**src/design/htfd_pkg.sv**
```systemverilog
package htfd_pkg;

  // CRC-8 used by the sensor: polynomial x^8 + x^5 + x^4 + 1, preset to all ones.
  localparam logic [7:0] CRC_INIT = 8'hFF;
  localparam logic [7:0] CRC_POLY = 8'h31;

  // Frame byte positions.
  localparam logic [2:0] POS_TEMP_HI = 3'd0;
  localparam logic [2:0] POS_TEMP_LO = 3'd1;
  localparam logic [2:0] POS_TEMP_CRC = 3'd2;
  localparam logic [2:0] POS_HUM_HI = 3'd3;
  localparam logic [2:0] POS_HUM_LO = 3'd4;
  localparam logic [2:0] POS_HUM_CRC = 3'd5;

  // Result status codes.
  localparam logic [1:0] STATUS_OK = 2'd0;
  localparam logic [1:0] STATUS_TEMP_CRC = 2'd1;
  localparam logic [1:0] STATUS_HUM_CRC = 2'd2;

  // What the framer reports for the byte in the input register.
  typedef struct packed {
    logic        last;          // byte closes a frame
    logic [15:0] temp_raw;
    logic [15:0] raw_humidity;
    logic [1:0]  status;
  } frame_t;

  // One decoded result.
  typedef struct packed {
    logic [15:0]        temp_raw;
    logic [15:0]        raw_humidity;
    logic signed [8:0]  temp_degc;
    logic signed [9:0]  temp_degf;
    logic [6:0]         humidity_pct;
    logic [1:0]         status;
  } result_t;

  // Folds one byte into the running CRC, MSB first.
  function automatic logic [7:0] crc_fold(input logic [7:0] acc, input logic [7:0] b);
    logic [7:0] c;
    c = acc ^ b;
    for (int i = 0; i < 8; i++) begin
      c = c[7] ? ((c << 1) ^ CRC_POLY) : (c << 1);
    end
    return c;
  endfunction

endpackage

```
**src/design/htfd_framer.sv**
```systemverilog
module htfd_framer (
  input  logic               clk,
  input  logic               rst,
  input  logic               take,
  input  logic [7:0]         data_byte,
  input  logic               frame_first,
  output htfd_pkg::frame_t   frame
);

  logic [2:0]  byte_position;
  logic [2:0]  byte_position_next;
  logic [7:0]  crc_accumulator;
  logic [7:0]  crc_accumulator_next;
  logic [15:0] temp_word;
  logic [15:0] temp_word_next;
  logic [15:0] humidity_word;
  logic [15:0] humidity_word_next;
  logic        temp_crc_bad;
  logic        temp_crc_bad_next;
  logic [2:0]  pos;

  always_comb begin
    // A flagged byte, or a position that should never occur, restarts the frame.
    if (frame_first || (byte_position inside {[3'd6:3'd7]})) begin
      pos = htfd_pkg::POS_TEMP_HI;
    end else begin
      pos = byte_position;
    end

    byte_position_next   = pos + 3'd1;
    crc_accumulator_next = crc_accumulator;
    temp_word_next       = temp_word;
    humidity_word_next   = humidity_word;
    temp_crc_bad_next    = temp_crc_bad;

    case (pos)
      htfd_pkg::POS_TEMP_HI: begin
        temp_crc_bad_next    = 1'b0;
        crc_accumulator_next = htfd_pkg::crc_fold(htfd_pkg::CRC_INIT, data_byte);
        temp_word_next       = {data_byte, 8'h00};
      end
      htfd_pkg::POS_TEMP_LO: begin
        crc_accumulator_next = htfd_pkg::crc_fold(crc_accumulator, data_byte);
        temp_word_next       = {temp_word[15:8], data_byte};
      end
      htfd_pkg::POS_TEMP_CRC: begin
        temp_crc_bad_next = (crc_accumulator != data_byte);
      end
      htfd_pkg::POS_HUM_HI: begin
        crc_accumulator_next = htfd_pkg::crc_fold(htfd_pkg::CRC_INIT, data_byte);
        humidity_word_next   = {data_byte, 8'h00};
      end
      htfd_pkg::POS_HUM_LO: begin
        crc_accumulator_next = htfd_pkg::crc_fold(crc_accumulator, data_byte);
        humidity_word_next   = {humidity_word[15:8], data_byte};
      end
      default: begin
        byte_position_next = htfd_pkg::POS_TEMP_HI;
      end
    endcase

    frame.last         = (pos == htfd_pkg::POS_HUM_CRC);
    frame.temp_raw     = temp_word;
    frame.raw_humidity = humidity_word;
    if (temp_crc_bad) begin
      frame.status = htfd_pkg::STATUS_TEMP_CRC;
    end else if (crc_accumulator != data_byte) begin
      frame.status = htfd_pkg::STATUS_HUM_CRC;
    end else begin
      frame.status = htfd_pkg::STATUS_OK;
    end
  end

  always_ff @(posedge clk) begin
    if (rst) begin
      byte_position   <= htfd_pkg::POS_TEMP_HI;
      crc_accumulator <= htfd_pkg::CRC_INIT;
      temp_word       <= 16'h0000;
      humidity_word   <= 16'h0000;
      temp_crc_bad    <= 1'b0;
    end else if (take) begin
      byte_position   <= byte_position_next;
      crc_accumulator <= crc_accumulator_next;
      temp_word       <= temp_word_next;
      humidity_word   <= humidity_word_next;
      temp_crc_bad    <= temp_crc_bad_next;
    end
  end

endmodule

```
**src/design/htfd_scale.sv**
```systemverilog
module htfd_scale (
  input  htfd_pkg::frame_t   frame,
  output htfd_pkg::result_t  result
);

  // Each quotient by 65535 is first estimated as the product shifted by 16,
  // which is low by at most one; the remainder then settles it.
  logic [23:0] cel_prod;
  logic [7:0]  cel_q_est;
  logic [16:0] cel_r_est;
  logic [7:0]  cel_q;
  logic [16:0] cel_r;
  logic [24:0] fah_prod;
  logic [8:0]  fah_q_est;
  logic [16:0] fah_r_est;
  logic [8:0]  fah_q;
  logic [16:0] fah_r;
  logic [22:0] hum_prod;
  logic [6:0]  hum_q_est;
  logic [16:0] hum_r_est;
  logic [6:0]  hum_q;
  logic signed [8:0] cel_base;
  logic signed [9:0] fah_base;
  logic        cel_adj;
  logic        fah_adj;
  logic        ok;

  always_comb begin
    cel_prod  = {8'd0, frame.temp_raw} * 24'd175;
    cel_q_est = cel_prod[23:16];
    cel_r_est = {1'b0, cel_prod[15:0]} + {9'd0, cel_q_est};
    if (cel_r_est >= 17'd65535) begin
      cel_q = cel_q_est + 8'd1;
      cel_r = cel_r_est - 17'd65535;
    end else begin
      cel_q = cel_q_est;
      cel_r = cel_r_est;
    end

    fah_prod  = {9'd0, frame.temp_raw} * 25'd315;
    fah_q_est = fah_prod[24:16];
    fah_r_est = {1'b0, fah_prod[15:0]} + {8'd0, fah_q_est};
    if (fah_r_est >= 17'd65535) begin
      fah_q = fah_q_est + 9'd1;
      fah_r = fah_r_est - 17'd65535;
    end else begin
      fah_q = fah_q_est;
      fah_r = fah_r_est;
    end

    hum_prod  = {7'd0, frame.raw_humidity} * 23'd100;
    hum_q_est = hum_prod[22:16];
    hum_r_est = {1'b0, hum_prod[15:0]} + {10'd0, hum_q_est};
    hum_q     = (hum_r_est >= 17'd65535) ? (hum_q_est + 7'd1) : hum_q_est;

    // Below zero a fractional part means truncation rounds up by one.
    cel_base = $signed({1'b0, cel_q}) - 9'sd45;
    fah_base = $signed({1'b0, fah_q}) - 10'sd49;
    cel_adj  = (cel_q < 8'd45) && (cel_r != 17'd0);
    fah_adj  = (fah_q < 9'd49) && (fah_r != 17'd0);

    ok = (frame.status == htfd_pkg::STATUS_OK);
    result.status       = frame.status;
    result.temp_raw     = ok ? frame.temp_raw : 16'h0000;
    result.raw_humidity = ok ? frame.raw_humidity : 16'h0000;
    result.temp_degc    = ok ? (cel_base + $signed({8'd0, cel_adj})) : 9'sd0;
    result.temp_degf    = ok ? (fah_base + $signed({9'd0, fah_adj})) : 10'sd0;
    result.humidity_pct = ok ? hum_q : 7'd0;
  end

endmodule

```
**src/design/humidity_temp_frame_decoder_unit.sv**
```systemverilog
// The closing byte of a frame is held in the input register, and its result then loads into the result register.
// Throughput: one byte beat per cycle; the input stalls only while a finished result waits
// downstream and the byte in the input register closes the next frame.
// Reset (rst, synchronous, active high) empties both registers, restarts the byte count,
// presets the CRC to all ones and clears the assembled words and the CRC flag.
module humidity_temp_frame_decoder_unit (
  input  logic              clk,
  input  logic              rst,
  input  logic              data_valid,
  output logic              data_stall,
  input  logic [7:0]        data_byte,
  input  logic              frame_first,
  output logic              result_valid,
  input  logic              result_stall,
  output logic [15:0]       temp_raw,
  output logic [15:0]       raw_humidity,
  output logic signed [8:0] temp_degc,
  output logic signed [9:0] temp_degf,
  output logic [6:0]        humidity_pct,
  output logic [1:0]        status
);

  // Input register: one byte beat waiting for the framer.
  logic       s1_valid;
  logic [7:0] s1_byte;
  logic       s1_first;

  htfd_pkg::frame_t  frame;
  htfd_pkg::result_t result;

  logic s1_hold;
  logic s1_take;

  // The framer's state advances whenever the held byte moves on. Only a closing
  // byte needs room in the result register, so all other bytes flow freely.
  assign s1_hold    = s1_valid && frame.last && result_valid && result_stall;
  assign s1_take    = s1_valid && !s1_hold;
  assign data_stall = s1_hold;

  always_ff @(posedge clk) begin
    if (rst) begin
      s1_valid <= 1'b0;
    end else if (!s1_hold) begin
      s1_valid <= data_valid;
    end
  end

  always_ff @(posedge clk) begin
    if (data_valid && !data_stall) begin
      s1_byte  <= data_byte;
      s1_first <= frame_first;
    end
  end

  htfd_framer u_framer (
    .clk         (clk),
    .rst         (rst),
    .take        (s1_take),
    .data_byte   (s1_byte),
    .frame_first (s1_first),
    .frame       (frame)
  );

  // CRC verdict and the three scalings are computed straight from the framer's
  // word registers, so the result is ready in the same cycle as the closing byte.
  htfd_scale u_scale (
    .frame  (frame),
    .result (result)
  );

  // Result register. It loads only when it is empty or being drained.
  always_ff @(posedge clk) begin
    if (rst) begin
      result_valid <= 1'b0;
    end else if (s1_take && frame.last) begin
      result_valid <= 1'b1;
    end else if (!result_stall) begin
      result_valid <= 1'b0;
    end
  end

  always_ff @(posedge clk) begin
    if (s1_take && frame.last) begin
      temp_raw     <= result.temp_raw;
      raw_humidity <= result.raw_humidity;
      temp_degc    <= result.temp_degc;
      temp_degf    <= result.temp_degf;
      humidity_pct <= result.humidity_pct;
      status       <= result.status;
    end
  end

  // A failed CRC must blank every data field.
  assert property (@(posedge clk) disable iff (rst)
    result_valid && (status != htfd_pkg::STATUS_OK) |->
      (temp_raw == 16'h0000) && (raw_humidity == 16'h0000) && (temp_degc == 9'sd0) &&
      (temp_degf == 10'sd0) && (humidity_pct == 7'd0))
    else $error("data fields not cleared on CRC failure");

  // The input is held back only behind a stalled result.
  assert property (@(posedge clk) disable iff (rst)
    data_stall |-> result_valid && result_stall)
    else $error("input stalled without a waiting result");

  // Scaled values stay inside the sensor's range.
  assert property (@(posedge clk) disable iff (rst)
    result_valid |-> (humidity_pct <= 7'd100) && (temp_degc >= -9'sd45) &&
      (temp_degc <= 9'sd130) && (temp_degf >= -10'sd49) &&
      (temp_degf <= 10'sd266))
    else $error("scaled value out of range");

  // A result that could not be taken is still there in the next cycle.
  assert property (@(posedge clk) disable iff (rst)
    result_valid && result_stall |=> result_valid)
    else $error("stalled result was dropped");

endmodule
```
**config.mk**
```make
export PLATFORM = sky130hd
export DESIGN_NAME = humidity_temp_frame_decoder_unit
export DESIGN_NICKNAME = d
export VERILOG_FILES = /design/src/design/htfd_pkg.sv /design/src/design/htfd_framer.sv /design/src/design/htfd_scale.sv /design/src/design/humidity_temp_frame_decoder_unit.sv
export SDC_FILE = /design/constraint.sdc
export NUM_CORES = 1
export LEC_CHECK = 0
export ABC_CLOCK_PERIOD_IN_PS = 11600
export BUFFER_PORTS_ARGS = -buffer_cell sky130_fd_sc_hd__buf_2
export CELL_PAD_IN_SITES_DETAIL_PLACEMENT = 1
export CELL_PAD_IN_SITES_GLOBAL_PLACEMENT = 1
export CORE_MARGIN = 5
export CORE_UTILIZATION = 30
export DETAILED_ROUTE_END_ITERATION = 8
export PLACE_DENSITY_LB_ADDON = 0.12
export SLEW_MARGIN = 10
export SYNTH_ARGS = -nofsm -noshare
export SYNTH_HDL_FRONTEND = slang
export SYNTH_SLANG_ARGS = --single-unit
```
**constraint.sdc**
```tcl
create_clock -name clk -period 11.6 [get_ports clk]
set_input_delay 2.32 -clock clk [delete_from_list [all_inputs] [get_ports clk]]
set_output_delay 2.32 -clock clk [all_outputs]
set_load 0.005 [all_outputs]
```
**Word level (Yosys, flattened, before mapping)**

Cells that the tools add are included.

- Bitwise gates (word level): 20
- Equality and inequality tests: 7
- Reductions and logical operators: 28
- Mux-type cells: 31
- Add/subtract/negate cells: 13
- Divide/modulo/power cells: 0
- Multipliers: 3
- $lt $le $gt $ge: 7
- Shift operators: 0

Operator list:

| operator | number |
|---|---|
| two-way mux 6 bit | 16 |
| one-hot mux 16 bit (2 select lines) | 2 |
| >= comparator 17 x 16 -> 1 bit (second input constant) | 3 |
| inverter 3 bit | 16 |
| two-way mux 17 bit | 2 |
| nonzero test 17 bit | 2 |
| subtractor 17 x 16 -> 17 bit (second input constant) | 2 |
| multiplier 16 x 9 -> 25 bit (second input constant) | 1 |
| multiplier 16 x 8 -> 24 bit (second input constant) | 1 |
| multiplier 16 x 5 -> 21 bit (second input constant) | 1 |
| adder 16 x 7 -> 17 bit | 1 |
| adder 16 x 8 -> 17 bit | 1 |
| adder 16 x 9 -> 17 bit | 1 |
| one-hot mux 8 bit (2 select lines) | 1 |
| adder 10 x 2 -> 10 bit | 1 |
| subtractor 9 x 6 -> 10 bit (second input constant) | 1 |
| adder 9 x 1 -> 9 bit (second input constant) | 1 |
| adder 9 x 2 -> 9 bit | 1 |
| logical AND 1 bit | 9 |
| < comparator 9 x 6 -> 1 bit (second input constant) | 1 |
| two-way mux 9 bit | 1 |
| subtractor 8 x 6 -> 9 bit (second input constant) | 1 |
| adder 8 x 1 -> 8 bit (second input constant) | 1 |
| < comparator 8 x 6 -> 1 bit (second input constant) | 1 |
| other kinds (27) | 41 |

- Memory bits (writable): 0
- Memories: 0
- Memory bits (read-only): 0
- Logic and storage cells: 126
- Input port bits: 13
- Latch bits: 0
- Flip-flop bits (word level): 115

**Depth between registers and ports, before layout**

Gate-level depths: netlist of run 1.

- Word-level depth: 18
- Mapped depth: 44

**Cells and area by module**

Synthesis of run 1 repeated with hierarchy kept, for this count alone.

- Cell total of the unflattened synthesis: 1787
- Area total of the unflattened synthesis: 15974.1 um2

By module, submodules not included:

| module | area each (um2) | seq. area each (um2) | instances | cells each |
|---|---|---|---|---|
| htfd_scale | 11583.6 | 0.0 | 1 | 1466 |
| htfd_framer | 2219.6 | 880.8 | 1 | 239 |
| humidity_temp_frame_decoder_unit | 2170.8 | 2112.0 | 1 | 82 |

**Least setup slack after synthesis of run 1**

No wires, ideal clock.

- Kind: reg2reg
- Start: reg u_framer.temp_word[9]
- End: reg temp_degf[3] (data pin)
- Path slack: 2.425 ns
- Library setup time: 0.267 ns
- Required time: 11.333 ns
- Data arrival time: 8.909 ns
- Stages on the path, launching flop included: 39
- Clock period less this slack: 9.175 ns
- Path buffers: 1
- Cells stage by stage: dfxtp_1 fa_1 ha_1 fa_1 inv_1 fa_1 inv_1 ha_1 a21o_1 a21o_1 a21oi_1 o21ai_0 a21o_1 a21oi_1 xnor2_1 fa_1 a21o_1 a21oi_1 (+3 left out) o31ai_1 clkbuf_1 o41ai_1 nor2_1 nor3b_1 ha_1 nor4b_1 nand2_1 o31a_1 o32ai_1 o2111ai_1 nor4_1 or4_1 ha_1 inv_1 or4_1 a31oi_1 nor3_2

- Longest elaborated chain between the ends: 7

Ends and longest elaborated chain:

| what | RTL line | text |
|---|---|---|
| from (decl) | htfd_framer.sv:14 | `logic [15:0] temp_word;` |
| from (signal assigned) | htfd_framer.sv:84 | `temp_word <= temp_word_next;` |
| multiplier 16 x 9 -> 25 bit (*) | htfd_scale.sv:40 | `fah_prod = {9'd0, frame.temp_raw} * 25'd315;` |
| adder 16 x 9 -> 17 bit | htfd_scale.sv:42 | `fah_r_est = {1'b0, fah_prod[15:0]} + {8'd0, fah_q_est};` |
| >= comparator 17 x 16 -> 1 bit or subtractor 17 x 16 -> 17 bit (tied branches) | htfd_scale.sv:43, htfd_scale.sv:45 |  |
| two-way mux 9 bit or two-way mux 17 bit (tied branches) | htfd_scale.sv:43 | `if (fah_r_est >= 17'd65535) begin` |
| < comparator 9 x 6 -> 1 bit or nonzero test 17 bit (tied branches) | htfd_scale.sv:60 | `fah_adj = (fah_q < 9'd49) && (fah_r != 17'd0);` |
| logical AND 1 bit | htfd_scale.sv:60 |  |
| adder 10 x 2 -> 10 bit (*) | htfd_scale.sv:67 | `result.temp_degf = ok ? (fah_base + $signed({9'd0, fah_adj})) : 10'sd0;` |
| to (signal assigned) | humidity_temp_frame_decoder_unit.sv:87 | `temp_degf <= result.temp_degf;` |
| to (decl) | humidity_temp_frame_decoder_unit.sv:18 | `output logic signed [9:0] temp_degf,` |

Every way passes the cells marked *; elsewhere a longest branch is shown, timed or not.
A chain may end at the register's enable or synchronous reset.

**Worst setup path after layout of run 1**

- Start: reg u_framer.temp_word[8]
- End: reg temp_degf[3] (data pin)

The elaborated chain is that of the path after synthesis.

==> key figures, run 1 <==
Pwr
  • Net switching fraction of the power: between 30% and 40%
  • Combinational fraction of design power: between 30% and 40%
  • Total power per unit cell area: about 95 mW/mm^2
  • Switching power summed over all nets: ~600 uW
  • Share of total power in sequential cells: ~29%
  • Post-layout total power: 1592 uW
  • Leakage power total: between 0.007 and 0.008 uW
  • Clock share of power: between 30% and 40%
  • Worst IR Drop VDD: ~0.097 mV
  • Cell Int Power: approximately 1000 uW

Logic synthesis
  • Post-synthesis cell count: 1685
  • Combined area of all synthesized cells: ~0.015 mm^2
  • EDFF count, synth: 69
  • Area contributors post-synth: sky130_fd_sc_hd__ha_1, sky130_fd_sc_hd__fa_1, sky130_fd_sc_hd__edfxtp_1
  • Post-synthesis sequential area ratio: between 15 and 20%
  • Avg Cell Area, Syn: just under 9 um^2
  • Share of the synthesized area in the top cell type: 17.26%
  • Cell types with the highest counts after synthesis: sky130_fd_sc_hd__inv_1, sky130_fd_sc_hd__ha_1, sky130_fd_sc_hd__nor2_1
  • Number of synthesis warnings: 0
  • Leading register cell type out of synthesis: sky130_fd_sc_hd__edfxtp_1
  • Synth Area in Simple Gates: roughly 14%
  • Number of distinct standard cells referenced by the synthesized netlist: 84
  • Largest family of logic cells by synthesized area: adder cells
  • Top-count cell post-synth: sky130_fd_sc_hd__inv_1
  • Area share of xor/xnor cells in the synthesized design: under 10%
  • Share of the synthesized area in compound gates (AO/OA/AOI/OAI): between 10 and 15%
  • Fraction of the mapped netlist area in adder cells: 33.27%
  • Biggest area consumer among synthesized cells: sky130_fd_sc_hd__ha_1
  • Mux cell area share after synthesis: between 1 and 1.5%
  • Seq cells post-synth: ~120
  • Syn nets: between 2000 and 2500
  • Async set-reset flop share out of synthesis: 0%

Floorplanning
  • # IOs: 75
  • Die outline width: 233.6 um
  • Standard cell core area: around 0.050 mm^2
  • Height of the chip: 233.6 um
  • Effective utilization at floorplan: between 30% and 40%
  • Placement Rows: between 80 and 90
  • Die footprint: approximately 0.055 mm^2

Finish
  • Post-layout instance count excluding filler cells: ~2400
  • Number of fill cells: 5892
  • # nets final: ~2100
  • Post-route design area: about 0.017 mm^2
  • Layout overhead on the synthesized area: 11.78%
  • Final core utilization: about a third
  • Proportion of layout cells with a drive suffix above 1: a little under a tenth
  • Number of diodes: 0

Worst setup path
  • Element type at the critical path end: flip-flop
  • Number of buffer and inverter instances along the worst setup path: 4
  • Kind of cell with the highest combined delay on the critical path: simple AND/OR/NAND/NOR gates
  • Critical path data required time: around 12 ns
  • Worst Path Arrival: roughly 11 ns
  • Highest fanout seen on the critical path: 10
  • Worst-path cell with the longest stage delay: sky130_fd_sc_hd__dfxtp_1
  • Kind of start point of the critical path: flip-flop
  • Maximum single-stage delay on the critical path: 0.67 ns
  • Worst setup path category: reg2reg
  • Setup slack on the worst flop-to-flop path: approximately 1 ns
  • Critical Path Most Common Cell: sky130_fd_sc_hd__ha_1

Global route
  • Global-route wire length before repair: 68.30 mm
  • Antenna violations before repair: 0
  • Overflow left after global routing: 0
  • Vias in the first global route: approximately 13000
  • Pin count of the biggest net entering global routing: 48
  • Combined global-route utilization of all metal layers: 15.86%

Clock network
  • Clock transition at the registers of the reported paths: about 0.070 ns
  • Htree depth: 4
  • Clock tree buffer depth: 2
  • Insertion delay to the later sink of the worst-skew pair: between 0.4 and 0.5 ns
  • Count of hold-fix buffers inserted at cts: 0
  • Clock tree from TritonCTS: built
  • Clock sinks: 115
  • Number of buffers added by the clock tree synthesis step: 17
  • CTS root buffer: sky130_fd_sc_hd__clkbuf_16

STA
  • Setup TNS: 0 ns
  • Final Setup Violations: 0
  • Post-route fraction of the period consumed by the critical path: approximately nine tenths
  • Number of max-slew violations in the final report: 0
  • Count of endpoints failing hold in the final timing report: 0
  • Max-slew headroom: 27.55%
  • Pin slew with the least headroom to its limit: approximately 1.1 ns
  • Peak clock frequency supported by timing: 0.09435 GHz
  • Setup repair after global routing missed its margin: no
  • Min Clock Period, post-route: 10.60 ns
  • Post-route clock skew: about 0.012 ns

Run
  • MaxCap Viol Count: 0

Routing
  • Top Layer Used: met4
  • Detailed-routed wire length on met3: 914 um
  • Wire length after detailed routing: a little over 40 mm
  • Met1 WL: approximately 20 mm
  • Length of routed met2 wiring: slightly above 20 mm
  • Final antenna-violating net count: 0
  • Routed vias: 11892
  • Vias per cell: just under 5
  • Detailed router's first-iteration violation count: 420
  • Count of unresolved DRC violations after routing: 0
  • Router iterations before antenna repair: 4
  • Avg WL per Cell: ~17 um

Outcome
  • Status: complete, no violations

Placement
  • Sum of net half-perimeters after detailed placement: ~34 mm
  • Cell count after placement: 2402
  • Cell area after placement: 0.01613 mm^2
  • # port buffers: 74
  • Final weighted congestion in routability-driven placement: a little over 0.8

Min path
  • Class of the most critical hold timing path: reg2reg
[stage by stage]
| step | hold WS [ns] | worst slack, ns |
|---|---|---|
| after floorplan | 0.4562 | 2.425 |
| after global placement | 0.4681 | 0.7840 |
| after detailed placement | 0.4749 | 0.5586 |
| after CTS | 0.4905 | 0.5100 |
| after global routing | 0.5271 | 0.06842 |
| final | 0.4872 | 1.001 |
[final timing paths]
path                                             from                                  endpoint  cells past startpoint
max reg2reg        u_framer.temp_word[8]$_SDFFE_PP0P_                temp_degf[3]$_SDFFCE_PP0P_                     36
min reg2reg  u_framer.crc_accumulator[0]$_SDFFE_PP1P_  u_framer.crc_accumulator[0]$_SDFFE_PP1P_                      1
max                u_framer.temp_word[8]$_SDFFE_PP0P_                temp_degf[3]$_SDFFCE_PP0P_                     36
min          u_framer.crc_accumulator[0]$_SDFFE_PP1P_  u_framer.crc_accumulator[0]$_SDFFE_PP1P_                      1
[cell usage in the layout (no fill, tap or decap), types with 8 or more instances in the layout]
cell type	instances
sky130_fd_sc_hd__a31oi_1	19
sky130_fd_sc_hd__ha_1	207
sky130_fd_sc_hd__dfxtp_1	39
sky130_fd_sc_hd__a21oi_1	84
sky130_fd_sc_hd__edfxtp_1	69
sky130_fd_sc_hd__nand4_1	15
sky130_fd_sc_hd__and2_1	27
sky130_fd_sc_hd__o21ai_0	46
sky130_fd_sc_hd__mux2i_1	20
sky130_fd_sc_hd__a211o_1	9
sky130_fd_sc_hd__inv_1	297
sky130_fd_sc_hd__o21a_1	11
sky130_fd_sc_hd__nand2b_1	22
sky130_fd_sc_hd__buf_2	74
sky130_fd_sc_hd__a21o_1	28
sky130_fd_sc_hd__xor2_1	52
sky130_fd_sc_hd__or2_2	9
sky130_fd_sc_hd__a22oi_1	19
sky130_fd_sc_hd__nand3_1	47
sky130_fd_sc_hd__fa_1	120
sky130_fd_sc_hd__and3_1	9
sky130_fd_sc_hd__nor2_1	144
sky130_fd_sc_hd__o211ai_1	10
sky130_fd_sc_hd__nor3_1	20
sky130_fd_sc_hd__clkbuf_16	17
sky130_fd_sc_hd__or4_1	8
sky130_fd_sc_hd__xnor2_1	90
sky130_fd_sc_hd__nand3b_1	8
sky130_fd_sc_hd__nor2b_1	12
sky130_fd_sc_hd__nand2_1	78
[power by group through the flow]
stage                     registers (uW)  clock network [uW]  logic, uW
final                                459                 558        575
after detailed placement             468                   0        575
after floorplan                      454                   0        444
after CTS                            459                 582        580
after global routing                 460                 597        654
after global placement               468                   0        567
[sequential cells by signal, indices dropped and copies added (netlist names), 7 cells and up]
register,flops
s1_byte,8
temp_degf,10
temp_raw,16
u_framer.humidity_word,16
u_framer.crc_accumulator,8
humidity_pct,7
u_framer.temp_word,16
raw_humidity,16
temp_degc,9
[cells by family after synthesis]
group           Yosys count
fa+ha+maj               327
flops                   115
xor+xnor                146
mux                      22
compound gates          306
buf+inv                 333
simple gates            436
[routing by layer]
metal | global-route usage (%) | vias up
li1 | - | 5837
met1 | 21.13 | 5939
met2 | 27.16 | 87
met3 | 2.565 | 29
met4 | 3.432 | 0
met5 | 0 | -
[area by class of cell]
class	count	area, um^2	area share, %
Tap cell	672	840.8	5.013
Timing Repair Buffer	81	422.9	2.522
Clock buffer	18	439.2	2.619
Sequential cell	115	3002	17.90
Inverter	297	1115	6.647
Multi-Input combinational cell	1237	10780	64.30
Clock inverter	14	167.7	0.9997
[worst register-to-register path: cells and delay by family, from the launching register on]
kind / cells / cell delay (ns)
flip-flops: 1 / 0.67
XOR/XNOR: 1 / 0.34
AO/OA/AOI/OAI: 10 / 2.48
buffers and inverters: 4 / 0.31
adder cells (fa/ha/maj): 8 / 3.23
AND/OR/NAND/NOR: 13 / 3.26
[what timing repair did]
item                       CTS  global route
resized for setup            0            11
buffers inserted             0             0
setup endpoints to repair    0             9
Note: power is estimated with default switching activity, not from simulation.
==> run 2, diff against run 1 <==
- CORE_UTILIZATION: 30 -> 45
- GPL_ROUTABILITY_DRIVEN: not set -> 0
==> run 2 against run 1 <==
  * Sequential share of layout area rose by 0.23 points
  * Cell area fell by 1.6%
  * Hold slack improved by 0.00079 ns
  * Cell count fell by 9.2%
  * Register-to-register slack got worse by 0.23 ns
  * Clock skew rose by 0.0047 ns
  * Utilization rose by 17 points
  * First-iteration DRC count rose by 19%
  * Fmax fell by 2.2%
  * Total power fell by 1.0%
  * Via count rose by 1.6%
  * Sequential power barely moved
  * Critical path type unchanged
  * Critical endpoint unchanged
==> key figures, run 2 (synthesized netlist as in run 1, its figures left out) <==
Placement
  • # port buffers: 74
  • Sum of net half-perimeters after detailed placement: approximately 32 mm

Finish
  • Number of fill cells: between 3000 and 4000
  • Proportion of layout cells with a drive suffix above 1: 8.829%
  • Number of diodes: 0
  • Flip-flop and latch area: ~0.003 mm^2
  • Area of the multi-input gates: about 0.011 mm^2
  • # nets final: 2094
  • Most frequent cells in the layout: sky130_fd_sc_hd__inv_1, sky130_fd_sc_hd__ha_1, sky130_fd_sc_hd__nor2_1
  • Commonest non-fill, non-tap cell in the layout: sky130_fd_sc_hd__inv_1
  • Layout overhead on the synthesized area: 10.04%

Worst setup path
  • Worst setup path category: reg2reg
  • Kind of start point of the critical path: flip-flop
  • Worst-path cell with the longest stage delay: sky130_fd_sc_hd__dfxtp_1
  • Critical path data required time: roughly 12 ns
  • Highest fanout seen on the critical path: 10
  • Element type at the critical path end: flip-flop
  • Maximum single-stage delay on the critical path: 0.66 ns
  • Critical Path Most Common Cell: sky130_fd_sc_hd__ha_1
  • Worst Path Arrival: between 10 and 15 ns

Clock network
  • Htree depth: 4
  • Clock sinks: about 120
  • Clock tree from TritonCTS: built
  • Clock tree buffer depth: 2
  • Number of buffers added by the clock tree synthesis step: 17
  • CTS root buffer: sky130_fd_sc_hd__clkbuf_16
  • Clock transition at the registers of the reported paths: approximately 0.060 ns
  • Insertion delay to the later sink of the worst-skew pair: around 0.44 ns

STA
  • Number of max-slew violations in the final report: 0
  • Max-slew headroom: about two fifths
  • Pin slew with the least headroom to its limit: approximately 0.90 ns
  • Setup repair after global routing missed its margin: no
  • Setup TNS: 0 ns
  • Post-route clock skew: between 0.015 and 0.02 ns
  • Min Clock Period, post-route: ~11 ns
  • Peak clock frequency supported by timing: between 0.09 and 0.1 GHz
  • Count of endpoints failing hold in the final timing report: 0
  • Post-route fraction of the period consumed by the critical path: between 90% and 100%
  • Final Setup Violations: 0

Routing
  • Count of unresolved DRC violations after routing: 0
  • Avg WL per Cell: around 18 um
  • Vias per cell: 5.467
  • Wire length after detailed routing: 39.67 mm
  • Routed vias: 12077
  • Router iterations before antenna repair: 4
  • Final antenna-violating net count: 0
  • Detailed router's first-iteration violation count: approximately 500

Floorplanning
  • Height of the chip: approximately 190 um
  • # IOs: 75
  • Effective utilization at floorplan: between 40% and 50%
  • Standard cell core area: 0.03270 mm^2
  • Die footprint: approximately 0.037 mm^2
  • Die outline width: roughly 190 um
  • Placement Rows: 66

Outcome
  • Status: complete, no violations

Min path
  • Class of the most critical hold timing path: reg2reg

Pwr
  • Post-layout total power: about 1600 uW
  • Leakage power total: between 0.007 and 0.008 uW
  • Total power per unit cell area: about 95 mW/mm^2
  • Worst IR Drop VDD: 0.1021 mV

Global route
  • Pin count of the biggest net entering global routing: 48
  • Combined global-route utilization of all metal layers: about 22%
  • Global-route wire length before repair: approximately 65 mm
  • Vias in the first global route: ~13000
  • Antenna violations before repair: 0
  • Overflow left after global routing: 0

Run
  • MaxCap Viol Count: 0
[run 2: cell types whose count changed in the layout (fill, tap and decap cells not counted), moves of 2 or more]
cell                         before  now
sky130_fd_sc_hd__buf_4            7   12
sky130_fd_sc_hd__clkbuf_1         0    2
sky130_fd_sc_hd__clkbuf_16       17   19
sky130_fd_sc_hd__clkinv_4         2    5
sky130_fd_sc_hd__clkinvlp_4       2    0
sky130_fd_sc_hd__dfxtp_1         39   46
sky130_fd_sc_hd__dfxtp_2          7    0
sky130_fd_sc_hd__inv_6            6    1
sky130_fd_sc_hd__inv_8            2    0
[run 2: metrics by stage]
stage                     area [um^2]  utilization [%]  hold WS, ns  instances  setup slack (ns)
after floorplan                 15000                -       0.4562       1685             2.425
after global placement          15870            48.53       0.4686       2176            0.7699
after detailed placement        15870            48.53       0.4749       2176            0.5786
after CTS                       16470            50.38       0.4895       2208            0.5283
after global routing            16510            50.49       0.5029       2209           0.02338
final                           16510            50.49       0.4880       2209            0.7672
[run 2: area by class of cell]
| type | instances | share of cell area, % |
|---|---|---|
| multi-input cells | 1237 | 65.32 |
| clock inverters | 9 | 0.5684 |
| repair buffers | 86 | 2.789 |
| clock buffers | 23 | 3.092 |
| inverters | 297 | 6.753 |
| flip-flops and latches | 115 | 18.13 |
| well taps | 442 | 3.350 |
[run 2: layer usage]
| metal | routed length [um] | track usage [%] | vias up |
|---|---|---|---|
| met3 | 1225 | 2.569 | 32 |
| met2 | 20080 | 39.34 | 148 |
| li1 | - | - | 5842 |
| met1 | 17900 | 28.79 | 6055 |
| met4 | 458 | 4.608 | 0 |
| met5 | 0 | 0 | - |
[run 2: what timing repair did]
item	in CTS	in global routing
hold buffers	0	0
gates resized for setup	0	4
endpoints found under the setup margin	0	4
buffers inserted	0	0
[run 2: path summary, 6_finish.rpt]
kind | end | slack (ns) | startpoint | depth (start not counted)
max | temp_degf[3]$_SDFFCE_PP0P_ | 0.77 | u_framer.temp_word[6]$_SDFFE_PP0P_ | 36
min | u_framer.crc_accumulator[0]$_SDFFE_PP1P_ | 0.49 | u_framer.crc_accumulator[0]$_SDFFE_PP1P_ | 1
max reg2reg | temp_degf[3]$_SDFFCE_PP0P_ | 0.77 | u_framer.temp_word[6]$_SDFFE_PP0P_ | 36
min reg2reg | u_framer.crc_accumulator[0]$_SDFFE_PP1P_ | 0.49 | u_framer.crc_accumulator[0]$_SDFFE_PP1P_ | 1
[run 2: power breakdown]
part | total (uW) | leakage [uW] | internal [uW] | switching [uW]
combinational | 573 | 0.00644 | 224 | 348
clock | 545 | 0.000299 | 334 | 212
sequential | 457 | 0.00104 | 437 | 20.2
total | 1580 | 0.00778 | 995 | 580
[run 2: worst max-delay path: cells and delay by family, from the launching register on]
family                     cells  cell delay (ns)
adders and majority gates      8             3.24
and+or+nand+nor               11             3.16
AOI/OAI and AO/OA             12             2.95
DFF                            1             0.66
buffers and inverters          4             0.32
xor gates and xnor gates       1             0.21
